`src/rtl/vrrq_pkg.sv`:
```
//------------------------------------------------------------------------------
// vrrq_pkg: shared types and codes for the variable record ring queue.
// Holds the request and response payloads and the command and status codes.
//------------------------------------------------------------------------------
package vrrq_pkg;

   localparam logic [1:0] CMD_BEGIN_PUT = 2'd0;
   localparam logic [1:0] CMD_PUT_BYTE  = 2'd1;
   localparam logic [1:0] CMD_PEEK      = 2'd2;
   localparam logic [1:0] CMD_DELETE    = 2'd3;

   localparam logic [1:0] STATUS_OK      = 2'd0;
   localparam logic [1:0] STATUS_EMPTY   = 2'd1;
   localparam logic [1:0] STATUS_DENIED  = 2'd2;

   localparam logic [11:0] WRAP_LIMIT_RESET = 12'd4031;

   typedef struct packed {
      logic [1:0] command;
      logic [6:0] record_length;
      logic [7:0] data_byte;
   } req_type;

   typedef struct packed {
      logic [1:0]  status;
      logic [7:0]  out_byte;
      logic        byte_valid;
      logic        last;
      logic [12:0] dropped_count;
   } rsp_type;

endpackage

```
`src/rtl/vrrq_front.sv`:
```
//------------------------------------------------------------------------------
// vrrq_front: request intake.
// Holds accepted requests in a two-entry queue for the back end.
//------------------------------------------------------------------------------
module vrrq_front (
   input  logic              clock,
   input  logic              reset,
   input  logic              start,
   output logic              busy,
   input  vrrq_pkg::req_type req,
   output logic              q_valid,
   output vrrq_pkg::req_type q_req,
   input  logic              q_pop
);
   import vrrq_pkg::*;

   req_type    entry_ff [2];
   req_type    entry_in [2];
   logic [1:0] count_ff, count_in;
   logic       push;

   assign busy    = (count_ff == 2'd2);
   assign push    = start && !busy;
   assign q_valid = (count_ff != 2'd0);
   assign q_req   = entry_ff[0];

   always_comb begin
      entry_in = entry_ff;
      count_in = count_ff;
      if (q_pop && q_valid) begin
         entry_in[0] = entry_ff[1];
         count_in    = count_in - 2'd1;
      end
      if (push) begin
         entry_in[count_in[0]] = req;
         count_in              = count_in + 2'd1;
      end
   end

   always_ff @(posedge clock) begin
      entry_ff <= entry_in;
      if (reset) begin
         count_ff <= 2'd0;
      end else begin
         count_ff <= count_in;
      end
   end

   always_ff @(posedge clock) begin
      if (!reset && q_pop) begin
         assert (q_valid) else $error("vrrq_front: pop from empty queue");
      end
   end
   a_no_overfill: assert property (@(posedge clock) disable iff (reset)
      count_ff != 2'd3) else $error("vrrq_front: queue count out of range");
endmodule

```
`config.mk`:
```
export PLATFORM = sky130hd
export DESIGN_NAME = vrrq_front
export DESIGN_NICKNAME = d
export VERILOG_FILES = /design/src/rtl/vrrq_pkg.sv /design/src/rtl/vrrq_front.sv
export SDC_FILE = /design/constraint.sdc
export NUM_CORES = 1
export LEC_CHECK = 0
export ABC_AREA = 1
export CORE_MARGIN = 5
export CORE_UTILIZATION = 55
export DETAILED_ROUTE_END_ITERATION = 8
export DONT_BUFFER_PORTS = 1
export PLACE_DENSITY_LB_ADDON = 0.12
export SLEW_MARGIN = 20
export SYNTH_ARGS = -nofsm -noshare
export SYNTH_HDL_FRONTEND = slang
export SYNTH_SLANG_ARGS = --single-unit
```
`constraint.sdc`:
```
create_clock -name clock -period 1.9 [get_ports clock]
set_clock_uncertainty 0.1 [all_clocks]
set_input_delay 0.38 -clock clock [delete_from_list [all_inputs] [get_ports clock]]
set_output_delay 0.38 -clock clock [all_outputs]
set_load 0.02 [all_outputs]
```
After elaboration in Yosys (flattened, before gate mapping):

Index checks and enable logic that the tools add are counted.

* register bits after elaboration: 36
* bits in latches: 0
* memory bits (writable): 0
* ROM bits: 0
* input bits: 21
* output and inout bits: 19
* word-level logic and storage cells: 25
* memories kept: 0

* add/subtract/negate cells: 2
* multipliers: 0
* div/mod/pow operators: 0
* magnitude comparators: 2
* eq/ne operators: 1
* shift operators: 0
* multiplexer cells: 7
* bitwise logic cells: 1
* reductions and logical operators: 5

Operators with widths (number)
* bitwise mux 34 bit: 1
* two-way mux 17 bit: 2
* two-way mux 34 bit: 1
* demux 17 bit (select 1 bit): 1
* two-way mux 2 bit: 2
* logical AND 1 bit: 3
* adder 2 x 1 -> 2 bit, second input constant: 1
* == test 2 bit, second input constant: 1
* >= comparator 2 bit, second input constant: 1
* less-than comparator 2 x 1 -> 1 bit, second input constant: 1
* inverter 1 -> 2 bit: 1
* nonzero test 2 bit: 1
* subtractor 2 x 1 -> 2 bit, second input constant: 1
* logical NOT 1 bit: 1

Logic depth before layout (Yosys ltp):

Gate-level depths: netlist of run 1.

* depth in word-level cells: 10
* gate-level depth with buffers: 10
* mapped depth without buffers: 9

Worst setup path after synthesis of run 1:

OpenSTA, ideal clock, no wires.

* kind: register to register
* start point: reg count_ff[0]
* end point: reg (tool-made name)
* setup time: 375 ps
* data arrival time: 1547 ps
* data required time: 1425 ps
* setup slack: -121 ps
* cell stages (with the launch flop): 5
* buffers on the path: 0
* period minus slack after synthesis: 2021 ps
* path through: dfxtp_1 -> inv_1 -> ha_1 -> nor2_1 -> ha_1

RTL lines
* start: declaration: RTL line vrrq_front.sv:19 `logic [1:0] count_ff, count_in;`
* start signal: assignment: RTL line vrrq_front.sv:45 `count_ff <= count_in;`

==> metrics.md, run 1 <==
| Metric | Value |
|---|---|
| Number of global-route vias before repair | `1008` |
| Wire per inst | `12.1 microns` |
| Tcrit/Tclk final | `93.5%` |
| Total Power | `2.85 mW` |
| Syn Area/Cell | `9.09 sq um` |
| Starting density of the core | `56.7%` |
| Leak pwr | `0.828 nW` |
| Worst setup SP type | `flip-flop` |
| Placed cell areas | `1640 sq um` |
| Clock Latency Late Sink | `0.32 ns` |
| Critical path peak fanout | `17` |
| Worst hold path type | `in2reg` |
| Synth Net Count | `213` |
| CP required | `1.84 ns` |
| Fin util | `57.8%` |
| Post-synth top area share | `29.7%` |
| # setup viols final | `0` |
| Area Growth Syn to Fin | `1.82%` |
| TritonCTS Buffers | `5` |
| Cell area power density | `1630 nW/um^2` |
| Fill count | `291` |
| Non-Filler Instances | `230` |
| DRC viols | `0` |
| DR pass1 iterations | `4` |
| Final WS setup | `0.123 ns` |
| Data arrival, critical path | `1.72 ns` |
| Grt total ovfl | `0` |
| Max Cap Viol | `0` |
| Synth area leader | `edfxtp_1` |
| Placed cells | `216` |
| Port bufs | `0` |
| Max Slew Vio Count | `0` |
| Clock transition at path regs | `0.10 ns` |
| Overall routed net length | `2.78 mm` |
| Flop and latch count out of synthesis | `36` |
| RSZ-0062 raised after global routing | `false` |
| Gr usage total | `14.5%` |
| CTS tree | `built` |
| Initial antenna violation count | `0` |
| DP HPWL | `1.96 mm` |
| Clk root buf | `clkbuf_4` |
| Die width | `65.9 microns` |
| H-tree depth | `2` |
| Post-synthesis cell area | `1720 sq um` |
| Final #Nets | `209` |
| DR vias/cell | `4.51` |
| Register area share after synthesis | `51.9%` |
| Worst Tran Pin Value | `0.335 ns` |
| Top achievable clock speed | `563 MHz` |
| Cell row count | `20` |
| CP Class | `reg2reg` |
| Synthesized instance count | `189` |
| DR iter-0 viols | `45` |
| Core ar. | `3030 sq um` |
| Layout cell share with drive strength beyond 1 | `19.4%` |
| Area contributors post-synth | `edfxtp_1, dfxtp_1, nand2_1` |
| VDD IR max | `0.688 mV` |
| Status | `completed` |
| Die area | `4340 sq um` |
| Tmin final | `1.78 ns` |
| Multi-input logic area | `546 sq um` |
| Post-route design area | `1750 sq um` |
| Num ports | `40` |
| Register area | `891 sq um` |
| Worst-case clock buffer depth | `2` |
| Diode count | `0` |
| Library cells used by synthesis | `15` |
| Sinks on Clock Net | `36` |
| Largest net degree at the start of global routing | `21` |
| Setup WS pre-CTS | `0.0246 ns` |
| Via count | `1037` |
| TNS Setup | `0 ns` |
| Final Hold Viols | `0` |
| Chip height | `65.9 microns` |
| CP Capture Type | `flip-flop` |
| Detail Route Antenna Nets | `0` |
| Fin Hold WS | `0.0423 ns` |
| First-pass GRT wire length | `4.59 mm` |
| GPL Wtd Cong | `0.787` |
| Slew margin rel. | `77.6%` |
| Synthesis warning total | `0` |
[critical path: stages (launching register included)]
cell     delay [ns]
dfxtp_1        0.38
inv_2          0.08
ha_1           0.22
nor2_1         0.29
ha_2           0.26
buf_12         0.15
[per-layer routing]
metal / wire (microns) / part of all wire [%] / track usage [%] / vias to the layer above
met2: 1400 / 51 / 24.9 / 28
li1: - / - / - / 557
met4: 31 / 1.1 / 5.44 / 0
met3: 280 / 10 / 8.50 / 4
met1: 1060 / 38 / 14.3 / 448
met5: 0 / 0 / 0 / -
[layout by cell type, fill, tap and decap left out]
cell           netlist  layout
clkinv_2             0       1
nor2_1               4       4
o21ai_2             17      17
buf_12               1       1
inv_2                1       2
clkbuf_4             0       5
nand3_1              2       2
inv_1               23      22
dfxtp_1             19      19
nand2_1             77      77
ha_2                 0       2
dlygate4sd3_1        0       6
clkbuf_1             0       2
nand2_4              1       1
edfxtp_1            17      17
buf_4               19       5
ha_1                 3       1
nor2_4               1       1
nand3_4              1       1
[cell usage after synthesis]
library cell / count
nand2_1: 77
inv_1: 23
buf_4: 19
dfxtp_1: 19
edfxtp_1: 17
o21ai_2: 17
nor2_1: 4
buf_6: 3
ha_1: 3
nand3_1: 2
buf_12: 1
inv_2: 1
nand2_4: 1
nand3_4: 1
nor2_4: 1
[logic make-up after synthesis]
kind of cell | synth area share (%)
and+or+nand+nor | 20.6
buffers and inverters | 16.7
DFF | 51.9
AOI/OAI and AO/OA | 8.67
adders and majority gates | 2.19
[layout make-up]
cell class	instances	share of cell area [%]
inverter	24	5.15
clock buffer	7	2.58
timing repair buffer	12	6.72
clock inverter	1	0.286
tap	44	3.15
multi-input combinational	106	31.2
sequential	36	50.9
[worst paths after layout]
check / from / end / slack (ns) / cells after the start
min reg2reg: flip-flop / q_req[13] / 0.44 / 4
min: req[10] / flip-flop / 0.04 / 0
max reg2reg: count_ff[0] / flip-flop / 0.12 / 5
max: count_ff[0] / flip-flop / 0.12 / 5
[repair_timing]
item,4_1_cts,5_1_grt
hold buffers,1,5
endpoints found under the hold margin,1,5
resized for setup,0,2
buffers inserted,0,0
endpoints found under the setup margin,0,25
[power by group]
part / total [mW] / internal, mW / switching, mW
Sequential: 1.48 / 1.11 / 0.367
Combinational: 0.996 / 0.396 / 0.600
Clock: 0.377 / 0.144 / 0.233
Power figures use the tool's default switching activity.
==> run 2, diff against run 1 <==
--- a/config.mk
+++ b/config.mk
@@ -10,6 +10,8 @@
 export CORE_UTILIZATION = 55
 export DETAILED_ROUTE_END_ITERATION = 8
 export DONT_BUFFER_PORTS = 1
+export GPL_TIMING_DRIVEN = 0
+export HOLD_SLACK_MARGIN = 0.05
 export PLACE_DENSITY_LB_ADDON = 0.12
 export SLEW_MARGIN = 20
 export SYNTH_ARGS = -nofsm -noshare
==> run 2 against run 1 <==
Compared with the run above: sequential power fell by 16%; combinational power rose by 63%; worst hold slack improved by 0.035 ns; total power rose by 13%; sequential cell count did not move; maximum frequency shrank 2.1%.
==> metrics.md, run 2 (same netlist as run 1, synthesis figures left out) <==
| Metric | Value |
|---|---|
| H-tree depth | `2 (unchanged)` |
| Clk root buf | `clkbuf_4 (unchanged)` |
| Detail Route Antenna Nets | `0 (unchanged)` |
| Worst-case clock buffer depth | `2 (unchanged)` |
| Data arrival, critical path | `1.81 ns (was 1.72 ns)` |
| Worst hold path type | `in2reg (unchanged)` |
| CP Class | `reg2reg (unchanged)` |
| Routing usage on met1 | `17.8% (was 14.3%)` |
| Port bufs | `0 (unchanged)` |
| Fin util | `67.6% (was 57.8%)` |
| RSZ-0062 raised after global routing | `false (unchanged)` |
| Number of global-route vias before repair | `1187 (was 1008)` |
| Sinks on Clock Net | `36 (unchanged)` |
| Area Growth Syn to Fin | `19.2% (was 1.82%)` |
| Max Cap Viol | `0 (unchanged)` |
| Layout cell share with drive strength beyond 1 | `25.7% (was 19.4%)` |
| Setup WS pre-CTS | `-0.256 ns (was 0.0246 ns)` |
| Wire per inst | `12.2 microns (was 12.1 microns)` |
| Worst Tran Pin Value | `0.308 ns (was 0.335 ns)` |
| Total Power | `3.23 mW (was 2.85 mW)` |
| GPL Wtd Cong | `0.716 (was 0.787)` |
| Core ar. | `3030 sq um (unchanged)` |
| Via count | `1194 (was 1037)` |
| Fill count | `246 (was 291)` |
| CTS tree | `built (unchanged)` |
| DR vias/cell | `4.56 (was 4.51)` |
| Clock transition at path regs | `0.10 ns (about the same)` |
| Diode count | `0 (unchanged)` |
| Gr usage total | `15.9% (was 14.5%)` |
| First-pass GRT wire length | `5.19 mm (was 4.59 mm)` |
| Cell area power density | `1580 nW/um^2 (was 1630 nW/um^2)` |
| TritonCTS Buffers | `5 (unchanged)` |
| Largest net degree at the start of global routing | `18 (was 21)` |
| Gr busiest metal | `met2 (unchanged)` |
| TNS Setup | `0 ns (unchanged)` |
| Most frequent cells in the layout | `nand2_1, inv_1, buf_4 (was nand2_1, inv_1, dfxtp_1)` |
| Status | `completed (unchanged)` |
| Die area | `4340 sq um (unchanged)` |
| Starting density of the core | `56.7% (unchanged)` |
| Leak pwr | `0.985 nW (was 0.828 nW)` |
| VDD IR max | `0.912 mV (was 0.688 mV)` |
| DP HPWL | `2.05 mm (was 1.96 mm)` |
| Tcrit/Tclk final | `95.5% (was 93.5%)` |
| Num ports | `40 (unchanged)` |
| Multi-input logic area | `563 sq um (was 546 sq um)` |
| Slew margin rel. | `79.5% (was 77.6%)` |
| Max Slew Vio Count | `0 (unchanged)` |
| Overall routed net length | `3.20 mm (was 2.78 mm)` |
| Cell row count | `20 (unchanged)` |
| Final WS setup | `0.0847 ns (was 0.123 ns)` |
| Non-Filler Instances | `262 (was 230)` |
| Most common cell after layout, fill and taps aside | `nand2_1 (unchanged)` |
| Tmin final | `1.82 ns (was 1.78 ns)` |
| Final Hold Viols | `0 (unchanged)` |
| Clock Latency Late Sink | `0.33 ns (was 0.32 ns)` |
| Placed cells | `233 (was 216)` |
| Worst setup SP type | `flip-flop (unchanged)` |
| DR pass1 iterations | `4 (unchanged)` |
| Final #Nets | `241 (was 209)` |
| Grt total ovfl | `0 (unchanged)` |
| Met3 usage in global routing | `6.29% (was 8.50%)` |
| Met2 GRT Util | `27.2% (was 24.9%)` |
| CP Capture Type | `flip-flop (unchanged)` |
| # setup viols final | `0 (unchanged)` |
| Top achievable clock speed | `551 MHz (was 563 MHz)` |
| DRC viols | `0 (unchanged)` |
| CP required | `1.89 ns (was 1.84 ns)` |
| Chip height | `65.9 microns (unchanged)` |
| Die width | `65.9 microns (unchanged)` |
| Critical path peak fanout | `9 (was 17)` |
| Initial antenna violation count | `0 (unchanged)` |
| DR iter-0 viols | `38 (was 45)` |
| Register area | `891 sq um (unchanged)` |
-- run 2: cell count changes in the layout (fill, tap and decap cells not counted), sizes merged --
| cell | delta |
|---|---|
| buf | +20 |
| dlygate4sd3 | +12 |
-- run 2: where the power goes --
group	total, mW	switching [mW]	leakage, nW	internal, mW
Clock	0.373	0.231	0.0269	0.142
Sequential	1.24	0.125	0.316	1.11
Combinational	1.62	0.939	0.642	0.678
-- run 2: per-layer routing --
metal  vias up  wire [microns]
met4         0              28
met1       541            1370
met2        29            1620
met3         4             184
met5         -               0
li1        620               -
-- run 2: final cells by class --
type / count / share of cell area, %
Clock buffer: 7 / 2.20
Tap cell: 44 / 2.69
Clock inverter: 1 / 0.183
Multi-Input combinational cell: 106 / 27.5
Inverter: 24 / 4.40
Timing Repair Buffer: 21 / 9.90
Sequential cell: 36 / 43.5
Buffer: 23 / 9.60
-- run 2: repair_timing --
action | in CTS | in global routing
gates resized for setup | 2 | 3
setup buffers | 1 | 2
hold buffers | 18 | 0
endpoints found under the hold margin | 18 | 0
pin swaps | 1 | 0
setup endpoints to repair | 17 | 17
-- run 2: path summary, 6_finish.rpt --
kind / start / to / slack [ns] / depth (start not counted)
worst max-delay path: count_ff[0] / flip-flop / 0.08 / 8
worst min-delay path: req[11] / q_req[11] / 0.08 / 2
worst max register to register: count_ff[0] / flip-flop / 0.08 / 8
worst min register to register: flip-flop / q_req[13] / 0.45 / 4
-- run 2: worst max-delay path, cell delays in order, from the launching register on --
cell     delay, ns
dfxtp_1       0.39
inv_2         0.09
ha_2          0.21
inv_2         0.12
nand2_1       0.08
nand2_1       0.13
nand2_1       0.11
ha_4          0.17
buf_4         0.17
-- run 2: per-stage QoR --
stage / instance area [sq um] / hold slack, ns
2_1_floorplan: 1720 / 0.351
3_3_place_gp: 1780 / 0.352
3_5_place_dp: 1780 / 0.361
4_1_cts: 2020 / 0.0636
5_1_grt: 2050 / 0.0536
6_report: 2050 / 0.0777
